--- config.mk ---
export PLATFORM = sky130hd
export DESIGN_NAME = tli_front
export DESIGN_NICKNAME = d
export VERILOG_FILES = /design/src/rtl/tli_pkg.sv /design/src/rtl/tli_front.sv
export SDC_FILE = /design/constraint.sdc
export NUM_CORES = 1
export LEC_CHECK = 0
export BUFFER_PORTS_ARGS = -buffer_cell sky130_fd_sc_hd__buf_2
export CORE_AREA = 2 2 78 80
export DETAILED_ROUTE_END_ITERATION = 12
export DIE_AREA = 0 0 80 82
export SYNTH_ARGS = -nofsm -noshare
export SYNTH_HDL_FRONTEND = slang
export SYNTH_SLANG_ARGS = --single-unit
--- constraint.sdc ---
create_clock -name vclk -period 1.8
set_input_delay 0.36 -clock vclk [all_inputs]
set_output_delay 0.36 -clock vclk [all_outputs]
set_load 0.005 [all_outputs]
--- src/rtl/tli_pkg.sv ---
package tli_pkg;

  localparam int TABLE_DEPTH = 256;
  localparam int ADDR_W = $clog2(TABLE_DEPTH);
  localparam int COUNT_W = 9;
  localparam int DATA_W = 32;
  localparam int FRAC_W = 16;
  localparam int QUEUE_DEPTH = 2;
  localparam int QPTR_W = $clog2(QUEUE_DEPTH);

  typedef enum logic {
    FUNC_WRITE = 1'b0,
    FUNC_QUERY = 1'b1
  } func_t;

  typedef enum logic [1:0] {
    KIND_WRITE,
    KIND_DROP,
    KIND_EMPTY,
    KIND_QUERY
  } kind_t;

  typedef enum logic [1:0] {
    REGION_EMPTY  = 2'd0,
    REGION_LOW    = 2'd1,
    REGION_HIGH   = 2'd2,
    REGION_INTERP = 2'd3
  } region_t;

  typedef struct packed {
    kind_t                    kind;
    logic [ADDR_W-1:0]        index;
    logic [ADDR_W-1:0]        last;
    logic signed [DATA_W-1:0] x;
    logic signed [DATA_W-1:0] y;
  } req_t;

endpackage

--- src/rtl/tli_front.sv ---
module tli_front
  import tli_pkg::*;
(
  input  logic                     req_valid,
  output logic                     req_stall,
  input  logic                     func,
  input  logic [7:0]               entry_index,
  input  logic signed [DATA_W-1:0] entry_x,
  input  logic signed [DATA_W-1:0] entry_y,
  input  logic signed [DATA_W-1:0] query_x,
  input  logic [COUNT_W-1:0]       entry_count,
  input  logic                     full,
  output logic                     push,
  output req_t                     push_data
);

  logic [COUNT_W-1:0] n_sat;
  logic               slot_ok;

  always_comb begin
    if (entry_count > COUNT_W'(TABLE_DEPTH)) begin
      n_sat = COUNT_W'(TABLE_DEPTH);
    end else begin
      n_sat = entry_count;
    end
    slot_ok = COUNT_W'(entry_index) < COUNT_W'(TABLE_DEPTH);

    push_data.index = ADDR_W'(entry_index);
    push_data.last  = ADDR_W'(n_sat - COUNT_W'(1));
    if (func_t'(func) == FUNC_WRITE) begin
      push_data.kind = slot_ok ? KIND_WRITE : KIND_DROP;
      push_data.x    = entry_x;
      push_data.y    = entry_y;
    end else begin
      push_data.kind = (n_sat == '0) ? KIND_EMPTY : KIND_QUERY;
      push_data.x    = query_x;
      push_data.y    = '0;
    end
  end

  assign req_stall = full;
  assign push      = req_valid && !full;

endmodule

### After elaboration in Yosys (flattened, before gate mapping)

Cells that the tools add are included.
W data, S select, Z words.

| storage, ports and cells | value |
|---|---|
| register bits after elaboration | 0 |
| input bits | 116 |
| logic and storage cells | 9 |

| operators by class | value |
|---|---|
| add/subtract/negate cells | 1 |
| order comparisons | 1 |
| multiplexer cells | 4 |
| reductions and logical operators | 3 |

Operators with widths:

| operator | number |
|---|---|
| $mux W64 | 1 |
| $gt A9 B9 Y1 const B | 1 |
| $logic_not A9 Y1 | 1 |
| $mux W9 | 1 |
| $sub A8 B1 Y8 const B | 1 |
| $mux W2 | 1 |
| $logic_and A1 B1 Y1 | 1 |
| $logic_not A1 Y1 | 1 |
| $mux W1 | 1 |

### Longest topological paths before layout

| depth | value |
|---|---|
| word-level depth | 5 |
| mapped depth | 5 |
| depth with buffers taken out | 5 |

### Worst setup path after synthesis

OpenSTA, ideal clock, no wires.

| timing | value |
|---|---|
| kind | in2out |
| start point | input port entry_count[8] |
| end point | output port push_data[68] in the netlist's numbering |
| data arrival time | 1301 ps |
| path slack | 139 ps |
| stages on the path | 5 |
| buffers on the path | 0 |
| path through | clkinv_1 > nand2_1 > ha_1 > and3_1 > a221oi_1 |

RTL lines:

| item | RTL line | source |
|---|---|---|
| start: declaration | tli_front.sv:11 | `input logic [COUNT_W-1:0] entry_count,` |
| end: declaration | tli_front.sv:14 | `output req_t push_data` |

==> summary.md <==
| Metric | Value |
|---|---|
| Die area | `6560 um2` |
| Seq pwr share | `0%` |
| Final cell count without fillers | `between 300 and 400` |
| Vias | `1524` |
| Final Cycle Share | `102.3%` |
| Critical Path RT | `1440 ps` |
| Gate power share | `100.0%` |
| Number of global-route vias before repair | `1290` |
| Fin nets | `423` |
| Worst hold path type | `in2out` |
| Count of different cell masters after synthesis | `28` |
| Worst setup path start | `entry_count[2]` |
| Worst path arrival time | `1480 ps` |
| Fmax | `543.2 MHz` |
| Syn nets | `233` |
| Worst-path fanout max | `3` |
| Worst Setup EP | `push_data[69]` |
| Pre-Repair DR Iteration Count | `4` |
| PD cells | `221.1 nW/um2` |
| Status | `finished with violations` |
| Internal power | `0.2804 mW` |
| Slowest CP cell | `or4_4` |
| Core area | `5746 um2` |
| FF+latch area | `0 um2` |
| Initial antenna violation count | `1` |
| # setup viols final | `2` |
| Minimum clock period after layout | `1841 ps` |
| Detail Route Antenna Nets | `0` |
| CP Class | `in2out` |
| Max-slew violations | `0` |
| Top-Level Pins | `200` |
| Failing checks | `setup timing` |
| Fraction of layout cells with a size suffix above 1 | `81.85%` |
| IR drop worst, VDD | `0.08975 mV` |
| Place WS | `-87.71 ps` |
| DR WL/cell | `11.64 um` |
| Setup ws final | `-40.99 ps` |
| Switching pwr | `0.1744 mW` |
| DRT iter0 DRCs | `18` |
| Switching Share | `a little under two fifths` |
| All-Layer GR Usage | `10.85%` |
| Die Y | `82 um` |
| Detailed-route wire length | `4400 um` |
| Clock share of power | `0%` |
| Placed insts | `roughly 370` |
| Yosys warning count | `0` |
| Final hold vios | `0` |
| Cell count after synthesis | `around 120` |
| Initial Util | `15.40%` |
| Design Area, Final | `2057 um2` |
| Clk_buf instances | `0` |
| Diode count | `0` |
| First-pass GRT wire length | `5865 um` |
| Seq cells | `0` |
| Setup_tns | `-47.78 ps` |
| Maxcap violations | `0` |
| Setup crit start kind | `input port` |
| I/O Buffers | `~180` |
| Post-Syn Area per Cell | `a little under 8 um2` |
| Register area share after synthesis | `0%` |
| Critical Path Max Stage Delay | `520 ps` |
| # rows | `28` |
| RSZ-0062 raised after global routing | `yes` |
| DP Wirelength | `3753 um` |
| Area delta synth->final | `132.5%` |
| GP Congestion | `about 0.76` |
| Endpoint class of the critical path | `output pin` |
| GRT Residual Overflow | `0` |
| Post-synthesis instance area | `884.6 um2` |
| Hold Slack | `roughly 700 ps` |
| Post-DP Area | `1934 um2` |
| Die W | `80 um` |
| Pleak | `1.156 nW` |
| DRC | `0` |
| Rel. slew slack | `82.40%` |
| Largest net degree at the start of global routing | `49` |
| Vias per Instance | `4.032` |
| Critical-path cell list | `buf_6, or4_4, or3_1, nand3_1, buf_2` |
| Worst-margin pin slew | `261.7 ps` |
==> power groups by stage <==
stage	Clock [mW]	Combinational (mW)	Sequential (mW)
floorplan	0	0.180	0
detailed placement	0	0.425	0
global route	0	0.502	0
CTS	0	0.437	0
global placement	0	0.422	0
finish	0	0.455	0
==> worst min path at each step <==
| stage | startpoint | endpoint | depth (start not counted) |
|---|---|---|---|
| floorplan | full | push | 1 |
| global placement | entry_index[2] | push_data[74] | 0 |
| detailed placement | entry_index[2] | push_data[74] | 0 |
| CTS | entry_index[2] | push_data[74] | 0 |
| global route | entry_index[3] | push_data[75] | 0 |
| finish | entry_index[2] | push_data[74] | 0 |
==> kinds of logic after synthesis <==
family                     Yosys count  synth area share [%]
muxes                               32                 40.74
adders and majority gates            2                 2.828
buffers and inverters               21                 13.58
and+or+nand+nor                     48                 33.24
AOI/OAI and AO/OA                   11                 8.629
xor gates and xnor gates             1                0.9903
==> per-layer routing <==
metal	wire length (um)	up-vias	global-route usage, %
met3	540	2	2.747
li1	-	773	-
met2	2219	99	20.42
met1	1625	648	13.18
met5	13	-	0
met4	0	2	0
==> critical path, delay by kind of cell <==
kind / cells / cell delay (ps)
AND/OR/NAND/NOR: 3 / 910
buffers and inverters: 2 / 210
==> Yosys cell counts <==
library cell | n | area share, %
nor3_1 | 1 | 0.57
a211oi_1 | 1 | 0.85
and3_1 | 1 | 0.71
a31oi_1 | 1 | 0.71
or3_1 | 1 | 0.71
ha_1 | 2 | 2.8
a221oi_1 | 1 | 0.99
or4_1 | 1 | 0.85
nor4_1 | 1 | 0.71
clkbuf_1 | 4 | 1.7
buf_2 | 3 | 1.7
o31ai_1 | 1 | 0.85
a32o_1 | 1 | 1.1
o21ai_0 | 3 | 1.7
buf_4 | 10 | 8.5
nor4_2 | 1 | 1.4
clkinv_1 | 1 | 0.42
nor2b_1 | 33 | 23
nor2_1 | 1 | 0.42
mux2_2 | 32 | 41
a21o_1 | 1 | 0.85
nand2_1 | 5 | 2.1
inv_1 | 3 | 1.3
o41ai_1 | 1 | 0.99
or4_4 | 1 | 1.3
xnor2_1 | 1 | 0.99
a21oi_1 | 1 | 0.57
nand3_1 | 2 | 1.1
==> cell type report <==
type	count	area, um2
Fill cell	626	3689
Timing Repair Buffer	205	1112
Multi-Input combinational cell	94	833.3
Tap cell	75	93.84
Inverter	4	17.52
==> metrics by stage <==
step           total power, mW  util, %
2_1_floorplan           0.1800        -
3_3_place_gp            0.4220    33.67
3_5_place_dp            0.4252    33.67
4_1_cts                 0.4369    34.45
5_1_grt                 0.5021    35.80
6_report                0.4548    35.80
==> cells in the final DEF, fill, tap and decap left out, drive strengths merged <==
master / count
buf: 205
xnor2: 1
a32o: 1
o21ai: 3
nand3: 2
ha: 2
nor3: 1
nand2: 5
inv: 4
nor4: 2
o31ai: 1
or4: 2
a211oi: 1
mux2: 32
and3: 1
nor2b: 33
a31oi: 1
a21o: 1
a221oi: 1
or3: 1
nor2: 1
a21oi: 1
o41ai: 1
==> what timing repair did <==
| item | 4_1_cts | 5_1_grt |
|---|---|---|
| setup buffers | 1 | 3 |
| endpoints found under the setup margin | 5 | 5 |
| gates resized for setup | 7 | 13 |
| hold buffers | 0 | 0 |
| pin swaps | 3 | 4 |
No activity file was read; power rests on OpenSTA's default activity.
