### src/rtl/tli_pkg.sv
package tli_pkg;

  localparam int TABLE_DEPTH = 256;
  localparam int ADDR_W = $clog2(TABLE_DEPTH);
  localparam int COUNT_W = 9;
  localparam int DATA_W = 32;
  localparam int FRAC_W = 16;
  localparam int QUEUE_DEPTH = 2;
  localparam int QPTR_W = $clog2(QUEUE_DEPTH);

  typedef enum logic {
    FUNC_WRITE = 1'b0,
    FUNC_QUERY = 1'b1
  } func_t;

  typedef enum logic [1:0] {
    KIND_WRITE,
    KIND_DROP,
    KIND_EMPTY,
    KIND_QUERY
  } kind_t;

  typedef enum logic [1:0] {
    REGION_EMPTY  = 2'd0,
    REGION_LOW    = 2'd1,
    REGION_HIGH   = 2'd2,
    REGION_INTERP = 2'd3
  } region_t;

  typedef struct packed {
    kind_t                    kind;
    logic [ADDR_W-1:0]        index;
    logic [ADDR_W-1:0]        last;
    logic signed [DATA_W-1:0] x;
    logic signed [DATA_W-1:0] y;
  } req_t;

endpackage

### src/rtl/tli_queue.sv
module tli_queue
  import tli_pkg::*;
(
  input  logic clk,
  input  logic rst,
  input  logic push,
  input  req_t push_data,
  output logic full,
  input  logic pop,
  output req_t pop_data,
  output logic empty
);

  req_t              slots [QUEUE_DEPTH];
  logic [QPTR_W-1:0] wr_ptr;
  logic [QPTR_W-1:0] rd_ptr;
  logic [QPTR_W:0]   count;

  assign full     = (count == (QPTR_W+1)'(QUEUE_DEPTH));
  assign empty    = (count == '0);
  assign pop_data = slots[rd_ptr];

  always_ff @(posedge clk) begin
    if (push) begin
      slots[wr_ptr] <= push_data;
    end
  end

  always_ff @(posedge clk) begin
    if (rst) begin
      wr_ptr <= '0;
      rd_ptr <= '0;
      count  <= '0;
    end else begin
      if (push) begin
        wr_ptr <= (wr_ptr == QPTR_W'(QUEUE_DEPTH - 1)) ? '0 : wr_ptr + QPTR_W'(1);
      end
      if (pop) begin
        rd_ptr <= (rd_ptr == QPTR_W'(QUEUE_DEPTH - 1)) ? '0 : rd_ptr + QPTR_W'(1);
      end
      if (push && !pop) begin
        count <= count + (QPTR_W+1)'(1);
      end else if (pop && !push) begin
        count <= count - (QPTR_W+1)'(1);
      end
    end
  end

endmodule

### config.mk
export PLATFORM = sky130hd
export DESIGN_NAME = tli_queue
export DESIGN_NICKNAME = d
export VERILOG_FILES = /design/src/rtl/tli_pkg.sv /design/src/rtl/tli_queue.sv
export SDC_FILE = /design/constraint.sdc
export NUM_CORES = 1
export LEC_CHECK = 0
export CELL_PAD_IN_SITES_DETAIL_PLACEMENT = 0
export CELL_PAD_IN_SITES_GLOBAL_PLACEMENT = 2
export CORE_MARGIN = 10
export CORE_UTILIZATION = 47
export CTS_BUF_LIST = sky130_fd_sc_hd__clkbuf_4 sky130_fd_sc_hd__clkbuf_8
export CTS_CLUSTER_DIAMETER = 120
export DETAILED_ROUTE_END_ITERATION = 8
export DONT_BUFFER_PORTS = 1
export PLACE_DENSITY_LB_ADDON = 0.1
export SLEW_MARGIN = 25
export SYNTH_ARGS = -nofsm -noshare
export SYNTH_HDL_FRONTEND = slang
export SYNTH_SLANG_ARGS = --single-unit
### constraint.sdc
create_clock -name clk -period 5.6 [get_ports clk]
set_clock_uncertainty 0.1 [all_clocks]
set_input_delay 0.28 -clock clk [delete_from_list [all_inputs] [get_ports clk]]
set_output_delay 0.28 -clock clk [all_outputs]
set_load 0.1 [all_outputs]
; After elaboration in Yosys (flattened, before gate mapping)
; Memory sizes are Yosys's and may differ from the RTL's. A register that Yosys moved wholly into a read port is not among the register bits.
; Index checks and enable logic that the tools add are counted.
[totals]
latch_bits = 0
rom_bits = 0
inputBits = 86
n_memories = 1
mem_bits_rw = 164
elab_cells = 23
output_inout_bits = 84
reg_bits = 4
[memory_table]
columns = memory, depth, word_bits, read_ports, rd_clocked_by_memory_dff, wr, line_no
row1 = slots, 2, 82, 1, 1, 1, tli_queue.sv:14  ; req_t slots [QUEUE_DEPTH];
[classes]
order_cmp = 0
mux = 8
div = 0
shift = 0
n_reduce_logical = 6
bitwise = 0
addsub = 4
n_eq_ne = 1
multipliers = 0
[ops]
columns = operator, n
row1 = 1-bit two-way mux, 6
row2 = 2-bit two-way mux, 2
row3 = "1-bit adder, second input constant", 2
row4 = "2-bit by 1-bit adder with 2-bit output, second input constant", 1
row5 = "2-bit == test, second input constant", 1
row6 = 1-bit logical AND, 2
row7 = 1-bit zero test, 2
row8 = 2-bit zero test, 1
row9 = 2-bit nonzero test, 1
row10 = "2-bit by 1-bit subtractor with 2-bit output, second input constant", 1

; Longest topological paths before layout
; Gate-level depths: netlist (run 1).
[depth]
depth_word = 4
mapped_depth = 5
depth_no_buf = 5

; Least setup slack after synthesis (run 1)
; OpenSTA, ideal clock, no wires.
[synth_timing]
path_kind = reg-to-reg
from = reg wr_ptr
to = mem slots[0][0] (netlist name) (enable)
arrival_time_ns = 3.964
path_slack_ns = 1.003
required_ns = 4.967
stages_incl_launch_ff = 2
setup_time_ns = 0.533
path_cell_list = dfxtp_1 nor2b_1
[synth_lines]
columns = item, line_no
row1 = start: declaration, tli_queue.sv:15  ; logic [QPTR_W-1:0] wr_ptr;
row2 = start signal: assignment, tli_queue.sv:36  ; wr_ptr <= (wr_ptr == QPTR_W'(QUEUE_DEPTH - 1)) ? '0 : wr_ptr + QPTR_W'(1);
row3 = end: declaration, tli_queue.sv:14
; Straight into the memory's write port.

==> results of run 1 <==
[cell usage after synthesis]
master,n
buf_6,8
nor2b_1,1
or3_1,1
xnor2_1,2
xor2_1,2
a21oi_1,1
nor2_1,5
buf_4,1
inv_1,1
mux2_2,82
edfxtp_1,164
and2_1,1
dfxtp_1,5
ha_1,1
o21ai_0,1
and2b_2,1
[cell families after synthesis]
family	synth area share
AO/OA/AOI/OAI	0.00163
XOR/XNOR	0.00569
adder cells (fa/ha/maj)	0.00203
buffers and inverters	0.0165
flip-flops	0.817
multiplexers	0.150
AND/OR/NAND/NOR	0.00753
[cells in the final DEF (no fill, tap or decap), types with 2 or more instances in the layout]
| cell type | Yosys | routed |
|---|---|---|
| buf_4 | 1 | 3 |
| bufinv_16 | 0 | 3 |
| clkbuf_8 | 0 | 17 |
| clkinv_1 | 0 | 2 |
| clkinv_2 | 0 | 4 |
| clkinvlp_4 | 0 | 4 |
| dfxtp_1 | 5 | 4 |
| dlygate4sd3_1 | 0 | 85 |
| edfxtp_1 | 164 | 164 |
| mux2_2 | 82 | 82 |
| nor2_1 | 5 | 4 |
| xnor2_1 | 2 | 2 |
| xor2_1 | 2 | 2 |
[flip-flops by register name, indices dropped and copies added, names as in the netlist, named ones only]
signal / count
count: 2
wr_ptr: 1
slots: 164
rd_ptr: 1
[worst max-delay path, delay by kind of cell (launching register included)]
kind,cells,cell delay [ns]
mux,1,0.63
flops,1,0.70
buf+inv,1,0.56
[cell type report]
type	count	area share
multi-input combinational	98	0.138
sequential	169	0.665
inverter	1	0.000497
clock buffer	18	0.0319
tap	172	0.0285
timing repair buffer	88	0.116
clock inverter	14	0.0207
[worst paths after layout]
kind	endpoint	depth (start not counted)
max	pop_data[59]	2
min	count[0]	3
max reg2reg	slots[0][44]	2
min reg2reg	count[1]	2
[layer usage]
metal,track usage,vias to the layer above
met3,0.0620,15
li1,-,1289
met1,0.147,1417
met4,0.0544,0
met2,0.207,106
met5,0,-
[where the power goes]
part / leakage [nW] / internal (mW) / switching (mW)
Sequential: 1.58 / 1.47 / 0.0289
Combinational: 0.736 / 0.119 / 0.607
Clock: 0.193 / 0.439 / 0.407
==> run_results.csv, run 1 <==
group,metric,value,unit
outcome,status,"completed",
final_layout,ff_latch_area,0.00503,mm2
place,place_ws,3.25,ns
cts,tritoncts,"built",
sta,setup_ws,2.84,ns
cts,cts_max_level,4,
global_route,grt_pass1_vias,3064,
logic_synthesis,avgSynthCellArea,22.2,um2
logic_synthesis,synth_seq_cells,169,
final_layout,fillCellCount,984,
logic_synthesis,synth_nets,364,
routing,drt-pass1-iter-count,4,
setup_path,path_cells,"buf_4, mux2_2",
sta,hold_viol_final,0,
setup_path,crit_fanout,43,
place,globalplace.congestion,0.706,
routing,wl_met2,5980,um
routing,met1_length,4570,um
logic_synthesis,synth_cell_type_count,16,
power,power_density,407,mW/mm2
routing,drt_iter0_markers,181,
setup_path,cpPeakStageDelay,0.70,ns
sta,max-slew-margin-rel,0.287,
place,placed_cell_area,0.00631,mm2
logic_synthesis,netlist_instances,277,
sta,setup_viol,0,
routing,post_drt_wl_per_cell,21.0,um
final_layout,diodes,0,
global_route,antenna_found_initial,0,
place,dp.cells,443,
final_layout,areaGrowthSynthToFinish,22.8,%
routing,wl_met3,1020,um
floorplanning,fp.dieH,134,um
setup_path,worstPathRequired,5.22,ns
routing,dr_total_vias,2827,
logic_synthesis,yosysTopAreaCellShare,0.800,
setup_path,critPathKind,"register to primary output",
global_route,grt_usage,0.130,
floorplanning,die_area,0.0181,mm2
cts,clk_pin_slew,0.08,ns
setup_path,cp.arrival,2.38,ns
final_layout,multi_input_area,0.00104,mm2
logic_synthesis,yosysSeqAreaShare,0.817,
final_layout,num-nets-final,462,
global_route,grt_max_degree,53,
setup_path,rrSetupSlack,3.30,ns
final_layout,drive_gt1_frac,0.309,
min_path,hp-class,"input pin to register",
cts,post_cts_resized,0,
logic_synthesis,synth_top_area_cell,"edfxtp_1",
routing,ant_nets,0,
cts,clockRootBuffer,"clkbuf_8",
sta,min_period,2.76,ns
setup_path,crit_slowest_cell,"dfxtp_4",
place,port_buffers,0,
min_path,min_from,"push",
power,ir_drop,0.232,mV
setup_path,timing.rr.start,"wr_ptr",
final_layout,stdcell_count,560,
cts,cts_setup_buffers,0,
final_layout,utilization,0.594,
global_route,grt_overflow_total,0,
power,total_power,3.07,mW
cts,insertion_delay,0.43,ns
sta,period_share,0.494,
routing,remaining_drc_errors,0,
power,p_leak,2.51,nW
cts,numClockSinks,169,
global_route,grt_pass1_wl,17500,um
floorplanning,die_w,134,um
setup_path,crit_path_start_kind,"register",
sta,holdWs,0.0761,ns
sta,fin_tns_setup,0,ns
floorplanning,initial_core_util,0.484,
run,drv_cap,0,
sta,fmax,362,MHz
cts,cts_buffer_depth,2,
floorplanning,top_level_ports,170,
routing,viasPerCell,5.05,
sta,drv_slew,0,
logic_synthesis,synth.area.top_cells,"edfxtp_1, mux2_2, dfxtp_1",
final_layout,final_area,0.00756,mm2
logic_synthesis,yosys_warnings,0,
cts,numCtsBuffers,17,
sta,tightest_slew,1.07,ns
routing,drt-total-wl,11800,um
floorplanning,core,0.0127,mm2
cts,hold_buffers,85,
floorplanning,rows,41,
logic_synthesis,syn_area,0.00615,mm2
setup_path,endpoint_kind,"primary output",
sta,rsz0062_at_grt,"no",
routing,top_layer_used,"met4",
Power figures use the tool's default switching activity.
==> run 2, diff against run 1 <==
--- a/config.mk
+++ b/config.mk
@@ -8,7 +8,7 @@
 export CELL_PAD_IN_SITES_DETAIL_PLACEMENT = 0
 export CELL_PAD_IN_SITES_GLOBAL_PLACEMENT = 2
 export CORE_MARGIN = 10
-export CORE_UTILIZATION = 47
+export CORE_UTILIZATION = 43
 export CTS_BUF_LIST = sky130_fd_sc_hd__clkbuf_4 sky130_fd_sc_hd__clkbuf_8
 export CTS_CLUSTER_DIAMETER = 120
 export DETAILED_ROUTE_END_ITERATION = 8
==> constraint.sdc (replaced) <==
create_clock -name clk -period 2.4 [get_ports clk]
set_clock_uncertainty 0.1 [all_clocks]
set_input_delay 0.12 -clock clk [delete_from_list [all_inputs] [get_ports clk]]
set_output_delay 0.12 -clock clk [all_outputs]
set_load 0.1 [all_outputs]
==> run 2 against run 1 <==
Via count shrank 1.5%. Sequential share of layout area decreased by 0.60 points. Global-route usage decreased by 0.59 points. Final area increased by 0.91%. Routed wire length grew 4.2%. Utilization is 4.7 points lower. Worst hold slack improved by 0.0073 ns. Register-to-register slack lost 2.6 ns. Combinational power rose by 140%. Clock power rose by 120%.
==> run_results.csv, run 2 (synthesized netlist as in run 1, its figures left out) <==
group,metric,value,unit
outcome,status,"completed",
floorplanning,fp.dieH,140,um
min_path,holdPathEnd,"slots[0][55]",
sta,max-slew-margin-rel,0.602,
routing,ant_nets,0,
final_layout,diodes,0,
sta,period_share,0.904,
cts,clockRootBuffer,"clkbuf_8",
cts,clk_pin_slew,0.09,ns
power,power_density,933,mW/mm2
setup_path,rrSetupSlack,0.72,ns
setup_path,r2r_cells,4,
setup_path,endpoint_kind,"primary output",
routing,drt-total-wl,12200,um
place,globalplace.congestion,0.694,
setup_path,cpPeakStageDelay,0.65,ns
final_layout,num-nets-final,469,
sta,tightest_slew,0.597,ns
routing,remaining_drc_errors,0,
sta,hold_viol_final,0,
final_layout,mostFrequentLayoutCells,"edfxtp_1, dlygate4sd3_1, mux2_2",
sta,rsz0062_at_grt,"no",
routing,drt_iter0_markers,109,
floorplanning,die_w,140,um
sta,fmax,461,MHz
sta,drv_slew,0,
setup_path,worstPathRequired,2.18,ns
setup_path,crit_path_start_kind,"register",
floorplanning,initial_core_util,0.442,
setup_path,r2r_end,"count[1]",
global_route,grt_max_degree,68,
final_layout,areaGrowthSynthToFinish,24.0,%
place,port_buffers,0,
cts,cts_setup_buffers,0,
final_layout,largest_register,"slots",
global_route,grt_pass1_wl,18300,um
cts,numClockSinks,169,
setup_path,timing.rr.start,"count[0]",
cts,tritoncts,"built",
power,p_leak,2.56,nW
routing,dr_total_vias,2786,
final_layout,reg_top3,"slots: 164 flops, count: 2 flops",
global_route,grt_pass1_vias,3111,
final_layout,layout_commonest_cell,"edfxtp_1",
floorplanning,die_area,0.0195,mm2
cts,cts_buffer_depth,2,
cts,insertion_delay,0.44,ns
cts,cts_max_level,4,
place,dp_hpwl,8100,um
min_path,hp-class,"input pin to register",
min_path,min_from,"push",
run,drv_cap,0,
routing,viasPerCell,4.85,
floorplanning,top_level_ports,170,
final_layout,largest_reg_flops,164,
global_route,grt_usage,0.124,
final_layout,drive_gt1_frac,0.319,
global_route,antenna_found_initial,0,
power,ir_drop,0.552,mV
sta,min_period,2.17,ns
global_route,grt_overflow_total,0,
setup_path,cp.arrival,1.95,ns
floorplanning,rows,43,
final_layout,fillCellCount,1105,
setup_path,critPathKind,"register to primary output",
sta,setup_viol,0,
setup_path,crit_fanout,43,
sta,fin_tns_setup,0,ns
min_path,hold_path_depth,2,
setup_path,path_cells,"buf_4, mux2_2",
sta,holdWs,0.0833,ns
cts,numCtsBuffers,17,
floorplanning,core,0.0139,mm2
routing,post_drt_wl_per_cell,21.3,um
setup_path,crit_slowest_cell,"mux2_2",
routing,drt-pass1-iter-count,4,
-- run 2: cell count changes in the layout (fill, tap and decap cells not counted) --
cell / before / now
buf_12: 0 / 2
buf_4: 3 / 6
bufinv_16: 3 / 2
clkinv_1: 2 / 1
clkinv_2: 4 / 7
clkinv_4: 1 / 3
clkinvlp_4: 4 / 1
dlygate4sd3_1: 85 / 87
-- run 2: cell type report --
cell class,instances,area (um2),area share
multi-input cells,98,1040,0.136
flip-flops and latches,169,5030,0.659
inverters,1,3.75,0.000492
repair buffers,95,956,0.125
clock buffers,18,241,0.0317
well taps,180,225,0.0295
clock inverters,14,133,0.0174
-- run 2: how the worst max path moves through the flow --
stage                  start            to  slack (ns)
floorplan             wr_ptr   slots[0][0]        0.32
global placement    register  pop_data[56]        0.67
finish              register  pop_data[58]        0.23
global route        register  pop_data[58]        0.12
detailed placement  register  pop_data[56]        0.69
CTS                 register  pop_data[56]        0.18
-- run 2: through the flow --
stage               power [mW]  instance area, um2  setup slack (ns)  std cells   util
CTS                       7.21                7630             0.180        575  0.547
global route              7.39                7630             0.121        575  0.547
global placement          5.17                6380             0.671        456  0.458
floorplan                 5.06                6160             0.317        277      -
detailed placement        5.18                6380             0.689        456  0.458
finish                    7.12                7630             0.230        575  0.547
-- run 2: layer usage --
layer / up-vias / share of wire / global-route usage
met5: - / 0 / 0
met4: 0 / 0.011 / 0.0408
met3: 9 / 0.087 / 0.0684
met2: 103 / 0.50 / 0.200
met1: 1378 / 0.40 / 0.136
li1: 1296 / - / -
-- run 2: critical path, delay by kind of cell, from the launching register on --
family | cells | cell delay, ns
flip-flops | 1 | 0.34
multiplexers | 1 | 0.65
buffers and inverters | 1 | 0.47
-- run 2: power breakdown --
part	leakage (nW)	total, mW	internal [mW]	switching [mW]
Sequential	1.58	3.48	3.43	0.0431
Clock	0.197	1.89	0.922	0.966
Combinational	0.779	1.75	0.301	1.45
Total	2.56	7.12	4.66	2.46
-- run 2: timing repair --
item / in CTS / in global routing
resized for setup: 0 / 0
endpoints found under the hold margin: 187 / 0
hold buffers: 87 / 0
